[config.mk]
export PLATFORM = sky130hd
export DESIGN_NAME = modbus_ascii_frame_receiver
export DESIGN_NICKNAME = d
export VERILOG_FILES = /design/src/mafr_pkg.sv /design/src/mafr_decode.sv /design/src/mafr_queue.sv /design/src/modbus_ascii_frame_receiver.sv
export SDC_FILE = /design/constraint.sdc
export NUM_CORES = 1
export LEC_CHECK = 0
export BUFFER_PORTS_ARGS = -buffer_cell sky130_fd_sc_hd__buf_2
export CAP_MARGIN = 20
export CORE_MARGIN = 4
export CORE_UTILIZATION = 65
export CTS_BUF_LIST = sky130_fd_sc_hd__clkbuf_8 sky130_fd_sc_hd__clkbuf_16
export DETAILED_ROUTE_END_ITERATION = 10
export PLACE_DENSITY_LB_ADDON = 0.3
export REMOVE_ABC_BUFFERS = 1
export SLEW_MARGIN = 20
export SYNTH_ARGS = -nofsm -noshare
export SYNTH_HDL_FRONTEND = slang
export SYNTH_SLANG_ARGS = --single-unit
[constraint.sdc]
create_clock -name aclk -period 6.5 [get_ports aclk]
set_input_delay 0.65 -clock aclk [delete_from_list [all_inputs] [get_ports aclk]]
set_output_delay 0.65 -clock aclk [all_outputs]
set_load 0.01 [all_outputs]
[src/mafr_pkg.sv]
// ----------------------------------------------------------------------------
// mafr_pkg
// Shared types and constants for the Modbus ASCII frame receiver.
// ----------------------------------------------------------------------------
package mafr_pkg;

    // Frame status codes, in check priority order
    typedef enum logic [1:0] {
        ST_OK       = 2'd0,
        ST_BAD_CHAR = 2'd1,
        ST_LENGTH   = 2'd2,
        ST_LRC      = 2'd3
    } status_t;

    // Character position within the frame header / delay line
    localparam logic [1:0] POS_START  = 2'd0;
    localparam logic [1:0] POS_FILL0  = 2'd1;
    localparam logic [1:0] POS_FILL1  = 2'd2;
    localparam logic [1:0] POS_STREAM = 2'd3;

    // ASCII bounds for hex digits
    localparam logic [7:0] CHAR_0  = 8'h30;
    localparam logic [7:0] CHAR_9  = 8'h39;
    localparam logic [7:0] CHAR_UA = 8'h41;
    localparam logic [7:0] CHAR_UF = 8'h46;
    localparam logic [7:0] CHAR_LA = 8'h61;
    localparam logic [7:0] CHAR_LF = 8'h66;

    // Letter digit offset: low nibble of 'A'/'a' is 1, value is 10
    localparam logic [3:0] LETTER_ADJ = 4'd9;

    // Result queue
    localparam int QDEPTH = 4;
    localparam int QPTR_W = $clog2(QDEPTH);
    localparam int QCNT_W = $clog2(QDEPTH + 1);

    typedef struct packed {
        logic [7:0] out_byte;
        logic       out_kind;
        status_t    frame_status;
        logic       last_of_frame;
    } result_t;

    // Per-character push request from the decoder to the queue
    typedef struct packed {
        logic       data_valid;
        logic       status_valid;
        logic [7:0] data_byte;
        status_t    status;
    } push_t;

endpackage

[src/mafr_decode.sv]
// ----------------------------------------------------------------------------
// mafr_decode
// Per-character frame state: start drop, CR LF delay, hex pairing, LRC sum.
// ----------------------------------------------------------------------------
module mafr_decode (
    input  logic          aclk,
    input  logic          aresetn,
    input  logic          accept,
    input  logic [7:0]    rx_char,
    input  logic          frame_end,
    output mafr_pkg::push_t push
);

    logic [1:0] pos_reg,     pos_next;
    logic [7:0] dly0_reg,    dly0_next;
    logic [7:0] dly1_reg,    dly1_next;
    logic [3:0] hi_reg,      hi_next;
    logic       phase_reg,   phase_next;
    logic [7:0] held_reg,    held_next;
    logic       hvalid_reg,  hvalid_next;
    logic [7:0] sum_reg,     sum_next;
    logic       bad_reg,     bad_next;

    logic [7:0] oldest;
    logic       is_num, is_up, is_lo, is_hex;
    logic [3:0] nib;
    logic [7:0] new_byte;

    assign oldest   = dly0_reg;
    assign is_num   = (oldest >= mafr_pkg::CHAR_0)  && (oldest <= mafr_pkg::CHAR_9);
    assign is_up    = (oldest >= mafr_pkg::CHAR_UA) && (oldest <= mafr_pkg::CHAR_UF);
    assign is_lo    = (oldest >= mafr_pkg::CHAR_LA) && (oldest <= mafr_pkg::CHAR_LF);
    assign is_hex   = is_num | is_up | is_lo;
    assign nib      = is_num ? oldest[3:0]
                    : (is_up | is_lo) ? oldest[3:0] + mafr_pkg::LETTER_ADJ
                    : 4'd0;
    assign new_byte = {hi_reg, nib};

    always_comb begin
        pos_next    = pos_reg;
        dly0_next   = dly0_reg;
        dly1_next   = dly1_reg;
        hi_next     = hi_reg;
        phase_next  = phase_reg;
        held_next   = held_reg;
        hvalid_next = hvalid_reg;
        sum_next    = sum_reg;
        bad_next    = bad_reg;

        push              = '0;
        push.data_byte    = held_reg;
        push.status       = mafr_pkg::ST_OK;

        if (accept) begin
            case (pos_reg)
                mafr_pkg::POS_START: begin
                    pos_next = mafr_pkg::POS_FILL0;
                end
                mafr_pkg::POS_FILL0: begin
                    dly0_next = rx_char;
                    pos_next  = mafr_pkg::POS_FILL1;
                end
                mafr_pkg::POS_FILL1: begin
                    dly1_next = rx_char;
                    pos_next  = mafr_pkg::POS_STREAM;
                end
                default: begin
                    // steady state: oldest char leaves the delay as payload
                    dly0_next = dly1_reg;
                    dly1_next = rx_char;
                    if (!is_hex) begin
                        bad_next = 1'b1;
                    end
                    if (!phase_reg) begin
                        hi_next    = nib;
                        phase_next = 1'b1;
                    end else begin
                        phase_next      = 1'b0;
                        push.data_valid = hvalid_reg;
                        held_next       = new_byte;
                        hvalid_next     = 1'b1;
                        sum_next        = sum_reg + new_byte;
                    end
                end
            endcase

            if (frame_end) begin
                push.status_valid = 1'b1;
                if (bad_next) begin
                    push.status = mafr_pkg::ST_BAD_CHAR;
                end else if (phase_next || !hvalid_next) begin
                    push.status = mafr_pkg::ST_LENGTH;
                end else if (sum_next != 8'd0) begin
                    push.status = mafr_pkg::ST_LRC;
                end else begin
                    push.status = mafr_pkg::ST_OK;
                end
                // back to the idle frame state
                pos_next    = mafr_pkg::POS_START;
                dly0_next   = 8'd0;
                dly1_next   = 8'd0;
                hi_next     = 4'd0;
                phase_next  = 1'b0;
                held_next   = 8'd0;
                hvalid_next = 1'b0;
                sum_next    = 8'd0;
                bad_next    = 1'b0;
            end
        end
    end

    always_ff @(posedge aclk) begin
        if (!aresetn) begin
            pos_reg    <= mafr_pkg::POS_START;
            dly0_reg   <= 8'd0;
            dly1_reg   <= 8'd0;
            hi_reg     <= 4'd0;
            phase_reg  <= 1'b0;
            held_reg   <= 8'd0;
            hvalid_reg <= 1'b0;
            sum_reg    <= 8'd0;
            bad_reg    <= 1'b0;
        end else begin
            pos_reg    <= pos_next;
            dly0_reg   <= dly0_next;
            dly1_reg   <= dly1_next;
            hi_reg     <= hi_next;
            phase_reg  <= phase_next;
            held_reg   <= held_next;
            hvalid_reg <= hvalid_next;
            sum_reg    <= sum_next;
            bad_reg    <= bad_next;
        end
    end

endmodule

[src/mafr_queue.sv]
// ----------------------------------------------------------------------------
// mafr_queue
// Small result queue: takes up to two results per cycle, releases one per cycle while out_ready is high.
// ----------------------------------------------------------------------------
module mafr_queue (
    input  logic              aclk,
    input  logic              aresetn,
    input  mafr_pkg::push_t   push,
    output logic              room,
    output logic              out_valid,
    input  logic              out_ready,
    output mafr_pkg::result_t out_result
);

    mafr_pkg::result_t               mem_reg [mafr_pkg::QDEPTH];
    logic [mafr_pkg::QPTR_W-1:0]     wr_reg, wr_next;
    logic [mafr_pkg::QPTR_W-1:0]     rd_reg, rd_next;
    logic [mafr_pkg::QCNT_W-1:0]     cnt_reg, cnt_next;

    mafr_pkg::result_t               data_res, stat_res;
    logic [mafr_pkg::QPTR_W-1:0]     stat_ptr;
    logic                            pop;
    logic [mafr_pkg::QCNT_W-1:0]     n_push;

    always_comb begin
        data_res               = '0;
        data_res.out_byte      = push.data_byte;
        data_res.frame_status  = mafr_pkg::ST_OK;
        stat_res               = '0;
        stat_res.out_kind      = 1'b1;
        stat_res.frame_status  = push.status;
        stat_res.last_of_frame = 1'b1;
    end

    assign stat_ptr  = wr_reg + mafr_pkg::QPTR_W'(push.data_valid);
    assign n_push    = mafr_pkg::QCNT_W'(push.data_valid) + mafr_pkg::QCNT_W'(push.status_valid);
    assign out_valid = (cnt_reg != '0);
    assign out_result = mem_reg[rd_reg];
    assign pop       = out_valid & out_ready;
    // room for the worst case of two results from one character
    assign room      = (cnt_reg <= mafr_pkg::QCNT_W'(mafr_pkg::QDEPTH - 2));

    assign wr_next  = wr_reg + mafr_pkg::QPTR_W'(n_push);
    assign rd_next  = rd_reg + mafr_pkg::QPTR_W'(pop);
    assign cnt_next = cnt_reg + n_push - mafr_pkg::QCNT_W'(pop);

    always_ff @(posedge aclk) begin
        if (push.data_valid) begin
            mem_reg[wr_reg] <= data_res;
        end
        if (push.status_valid) begin
            mem_reg[stat_ptr] <= stat_res;
        end
    end

    always_ff @(posedge aclk) begin
        if (!aresetn) begin
            wr_reg  <= '0;
            rd_reg  <= '0;
            cnt_reg <= '0;
        end else begin
            wr_reg  <= wr_next;
            rd_reg  <= rd_next;
            cnt_reg <= cnt_next;
        end
    end

endmodule

[src/modbus_ascii_frame_receiver.sv]
// ----------------------------------------------------------------------------
// modbus_ascii_frame_receiver
// Modbus ASCII frame receiver: hex decode, LRC check, data byte stream.
// ----------------------------------------------------------------------------
// Usage:
//   Slave channel takes one received character per request; s_tlast marks
//   the last character of the frame. The first character (start mark) is
//   dropped and the last two (CR LF) are stripped through a two-character
//   delay. Remaining characters must be hex digits and pair into bytes.
//   Master channel emits decoded data bytes (m_tuser = 0); the final byte
//   (LRC) is never emitted. Each frame closes with a status request
//   (m_tuser = 1, m_tlast = 1) carrying ok / non-hex / length / LRC error.
//   Results pass through the registered result queue; the path from an
//   accepted character into the queue is combinational.
//   Throughput: one character per cycle; at most two results per character
//   go into a four-entry result queue, so s_tready stays high while the
//   queue holds two entries or fewer and the master side drains one per
//   cycle.
//   Stall: when m_tready is low the queue fills and s_tready drops; no
//   result is lost or repeated.
//   Reset: aresetn low clears the frame state and empties the queue; the
//   next character accepted is taken as a start mark.
// ----------------------------------------------------------------------------
module modbus_ascii_frame_receiver (
    input  logic        aclk,
    input  logic        aresetn,

    input  logic        s_tvalid,
    output logic        s_tready,
    input  logic [7:0]  s_tdata,   // [7:0] rx_char
    input  logic        s_tlast,   // frame_end

    output logic        m_tvalid,
    input  logic        m_tready,
    output logic [15:0] m_tdata,   // [7:0] out_byte, [9:8] frame_status, rest zero
    output logic        m_tuser,   // out_kind
    output logic        m_tlast    // last_of_frame
);

    logic              accept;
    logic              room;
    mafr_pkg::push_t   push;
    mafr_pkg::result_t head;

    assign s_tready = room;
    assign accept   = s_tvalid & room;

    // Character decode and frame state
    mafr_decode u_decode (
        .aclk      (aclk),
        .aresetn   (aresetn),
        .accept    (accept),
        .rx_char   (s_tdata),
        .frame_end (s_tlast),
        .push      (push)
    );

    // Result queue; decouples the master side from character intake
    mafr_queue u_queue (
        .aclk       (aclk),
        .aresetn    (aresetn),
        .push       (push),
        .room       (room),
        .out_valid  (m_tvalid),
        .out_ready  (m_tready),
        .out_result (head)
    );

    assign m_tdata = {6'd0, head.frame_status, head.out_byte};
    assign m_tuser = head.out_kind;
    assign m_tlast = head.last_of_frame;

endmodule

==> impl_metrics.env <==
export IMPL_status="completed"
export IMPL_synth_edff_count=8
export IMPL_cp_max_fo=8
export IMPL_clk_path_buf_depth=2
export IMPL_ir_drop_mv=0.144
export IMPL_crit_chain="inv_1 -> ha_1 -> o21bai_1 -> a2111oi_4 -> mux2_2 -> ha_1 -> inv_1 -> fa_1 -> nor2b_1 -> nor4_1 -> nor4_1 -> o211ai_1 -> nor4b_4 -> o22ai_1"
export IMPL_portBuffers=26
export IMPL_path_clk_slew_ps=100
export IMPL_finalClockSkew_ps=8.97
export IMPL_p_per_area_nw_per_um2=236
export IMPL_tightest_slew_ps=901
export IMPL_dr_pass1_iters=5
export IMPL_clock_sinks=92
export IMPL_post_cts_buffers=0
export IMPL_fin_crit_sh_pct=63.4
export IMPL_hold_path_class="register to register"
export IMPL_synth_seq_cells=92
export IMPL_startpoint="u_decode.dly0_reg[1]"
export IMPL_fmax_mhz=243
export IMPL_syn_area_per_cell_um2=9.64
export IMPL_seq_area_frac_synth_pct=39.8
export IMPL_antenna_found_initial=0
export IMPL_die_h_um=94.2
export IMPL_cpMaxStageDelayCell="a2111oi_4"
export IMPL_wl_per_cell_um=16.6
export IMPL_synth_ff_type="dfxtp_1"
export IMPL_r2r_start="u_decode.dly0_reg[1]"
export IMPL_cts_htree_levels=3
export IMPL_synth_cell_area_um2=4830
export IMPL_largest_reg_flops=44
export IMPL_syn_inst=501
export IMPL_cts_hold_buf=0
export IMPL_tritoncts="done"
export IMPL_rows=31
export IMPL_grt_ovfl_total=0
export IMPL_critical_path_class="register to register"
export IMPL_hold_start="u_queue.mem_reg[1][3]"
export IMPL_fill_cells=539
export IMPL_cp_required_ps=6600
export IMPL_postSynth_asyncResetShare_pct=0
export IMPL_io_pins=33
export IMPL_synthTopCellsByArea="dfxtp_1 35%, mux2i_1 6.8%, ha_1 5.2%, mux4_2 5.1%, edfxtp_1 5.0%"
export IMPL_critical_path_max_stage_delay_ps=510
export IMPL_drc_errors=0
export IMPL_worstPathArrival_ps=4220
export IMPL_postRouteAntennaNets=0
export IMPL_slew_violations=0
export IMPL_n_antenna_cell=0
export IMPL_rsz0062_at_grt="false"
export IMPL_synth_distinct_cells=68
export IMPL_yosys_warnings=0
export IMPL_setup_tns_ps=0
export IMPL_via_per_inst=6.00
export IMPL_clk_latency_ps=380
export IMPL_layout_drive_gt1_share_pct=15.2
export IMPL_area_growth_syn_to_layout_pct=6.56
export IMPL_hpwlAfterDp_mm=7.31
export IMPL_setup_viol=0
export IMPL_grt_max_degree=49
export IMPL_timing_final_ws_setup_ps=2380
export IMPL_maxCapViolCount=0
export IMPL_synth_top_area_share_pct=34.8
export IMPL_cts_buffers=9
export IMPL_final_nets=551
export IMPL_p_leak_uw=0.00199
export IMPL_core_um2=7250
export IMPL_path_delay_family="simple AND/OR/NAND/NOR gates"
export IMPL_grt_pass1_wl_mm=17.1
export IMPL_grt_usage_pct=24.3
export IMPL_startpoint_type="register"
export IMPL_grt_pass1_vias=3593
export IMPL_period_needed_ps=4120
export IMPL_max_slew_margin_rel_pct=39.5
export IMPL_cts_resized=0
export IMPL_root_buffer="clkbuf_8"
export IMPL_fp_dieW_um=94.2
export IMPL_drtIter0Drc=252
export IMPL_dieArea_um2=8870
export IMPL_synth_largest_area_cell="dfxtp_1"
export IMPL_gp_congestion=0.939
export IMPL_hold_viol=0
export IMPL_vias=3719
export IMPL_dp_slack_ps=2510
export IMPL_initial_core_util_pct=66.6
export IMPL_holdWs_ps=452
export IMPL_critical_path_buf_inv_count=2
export IMPL_cp_end_kind="register"
export IMPL_totalWireLength_mm=10.3
==> where the power goes <==
part | total [µW] | switching, µW | internal (µW)
clock network | 374 | 226 | 148
registers | 630 | 37.3 | 593
logic | 208 | 113 | 95.2
total | 1210 | 376 | 836
==> cell usage after synthesis, drive strengths merged (2+ instances only) <==
| library cell | n |
|---|---|
| dfxtp | 84 |
| o211a | 2 |
| mux2 | 2 |
| nand2b | 5 |
| o21ai | 18 |
| o211ai | 3 |
| o31ai | 3 |
| or3 | 2 |
| nor3 | 17 |
| o22ai | 5 |
| nor4 | 4 |
| o21a | 2 |
| a22oi | 22 |
| a21boi | 3 |
| nand2 | 44 |
| edfxtp | 8 |
| buf | 17 |
| a21bo | 2 |
| xnor2 | 6 |
| mux2i | 33 |
| o221ai | 2 |
| and2 | 17 |
| nor2 | 38 |
| fa | 2 |
| nor2b | 34 |
| clkbuf | 12 |
| a211oi | 5 |
| nand4 | 2 |
| inv | 21 |
| ha | 20 |
| nand3 | 6 |
| mux4 | 11 |
| a21oi | 26 |
| xor2 | 4 |
==> metal layers <==
metal  global-route usage [%]  share of wire [%]
met5                        0                  0
met4                     7.58                1.6
met3                     4.73                5.5
met2                     42.3                 50
met1                     30.1                 43
==> cell type report <==
cell class	instances	area (µm²)	share of cell area, %
clock inverters	7	63.8	1.24
multi-input cells	364	2690	52.2
clock buffers	9	124	2.41
well taps	99	124	2.41
repair buffers	28	145	2.82
inverters	21	78.8	1.53
flip-flops and latches	92	1920	37.4
==> layout by cell type (no fill, tap or decap), drive strengths merged, types with 2 or more instances in the layout <==
| cell | instances |
|---|---|
| o211ai | 3 |
| o22ai | 5 |
| nor2b | 34 |
| o31ai | 3 |
| clkbuf | 9 |
| nor3 | 17 |
| a21bo | 2 |
| nand3 | 6 |
| o211a | 2 |
| xor2 | 4 |
| nor4 | 4 |
| buf | 28 |
| o21ai | 18 |
| nor2 | 38 |
| xnor2 | 6 |
| or3 | 2 |
| o21a | 2 |
| o221ai | 2 |
| dfxtp | 84 |
| fa | 2 |
| conb | 6 |
| ha | 20 |
| nand2b | 5 |
| a21boi | 3 |
| mux2i | 33 |
| clkinvlp | 2 |
| nand2 | 44 |
| a211oi | 5 |
| and2 | 17 |
| inv | 25 |
| mux2 | 2 |
| mux4 | 11 |
| nand4 | 2 |
| edfxtp | 8 |
| a22oi | 22 |
| a21oi | 26 |
==> per-stage QoR <==
step                total power [µW]  utilization, %  std cells  cell area (µm²)
detailed placement               852            68.3        604             4960
floorplan                        785               -        477             4690
CTS                             1220            70.9        620             5140
finish                          1210            70.9        620             5140
global route                    1280            70.9        620             5140
global placement                 839            68.3        604             4960
==> cell families (layout without fill, tap and decap cells) <==
logic type,Yosys count,after routing,synth area share (%)
buffers and inverters,50,65,4.92
xor gates and xnor gates,10,10,1.81
AOI/OAI and AO/OA,102,102,15.3
and+or+nand+nor,178,178,19.6
muxes,46,46,12.4
adders and majority gates,22,22,6.01
DFF,92,92,39.8
other,1,6,0.0777
==> final timing paths <==
check / endpoint / slack [ps] / depth (start not counted)
max: u_queue.mem_reg[3][1] / 2380 / 14
min: u_queue.mem_reg[1][3] / 450 / 2
max reg2reg: u_queue.mem_reg[3][1] / 2380 / 14
min reg2reg: u_queue.mem_reg[1][3] / 450 / 2
==> tightest hold or removal path: stages (launching register included) <==
cell and delay, ps:
dfxtp_1 320, nand2_1 50, nand2_1 40
Note: power is estimated with default switching activity, not from simulation.
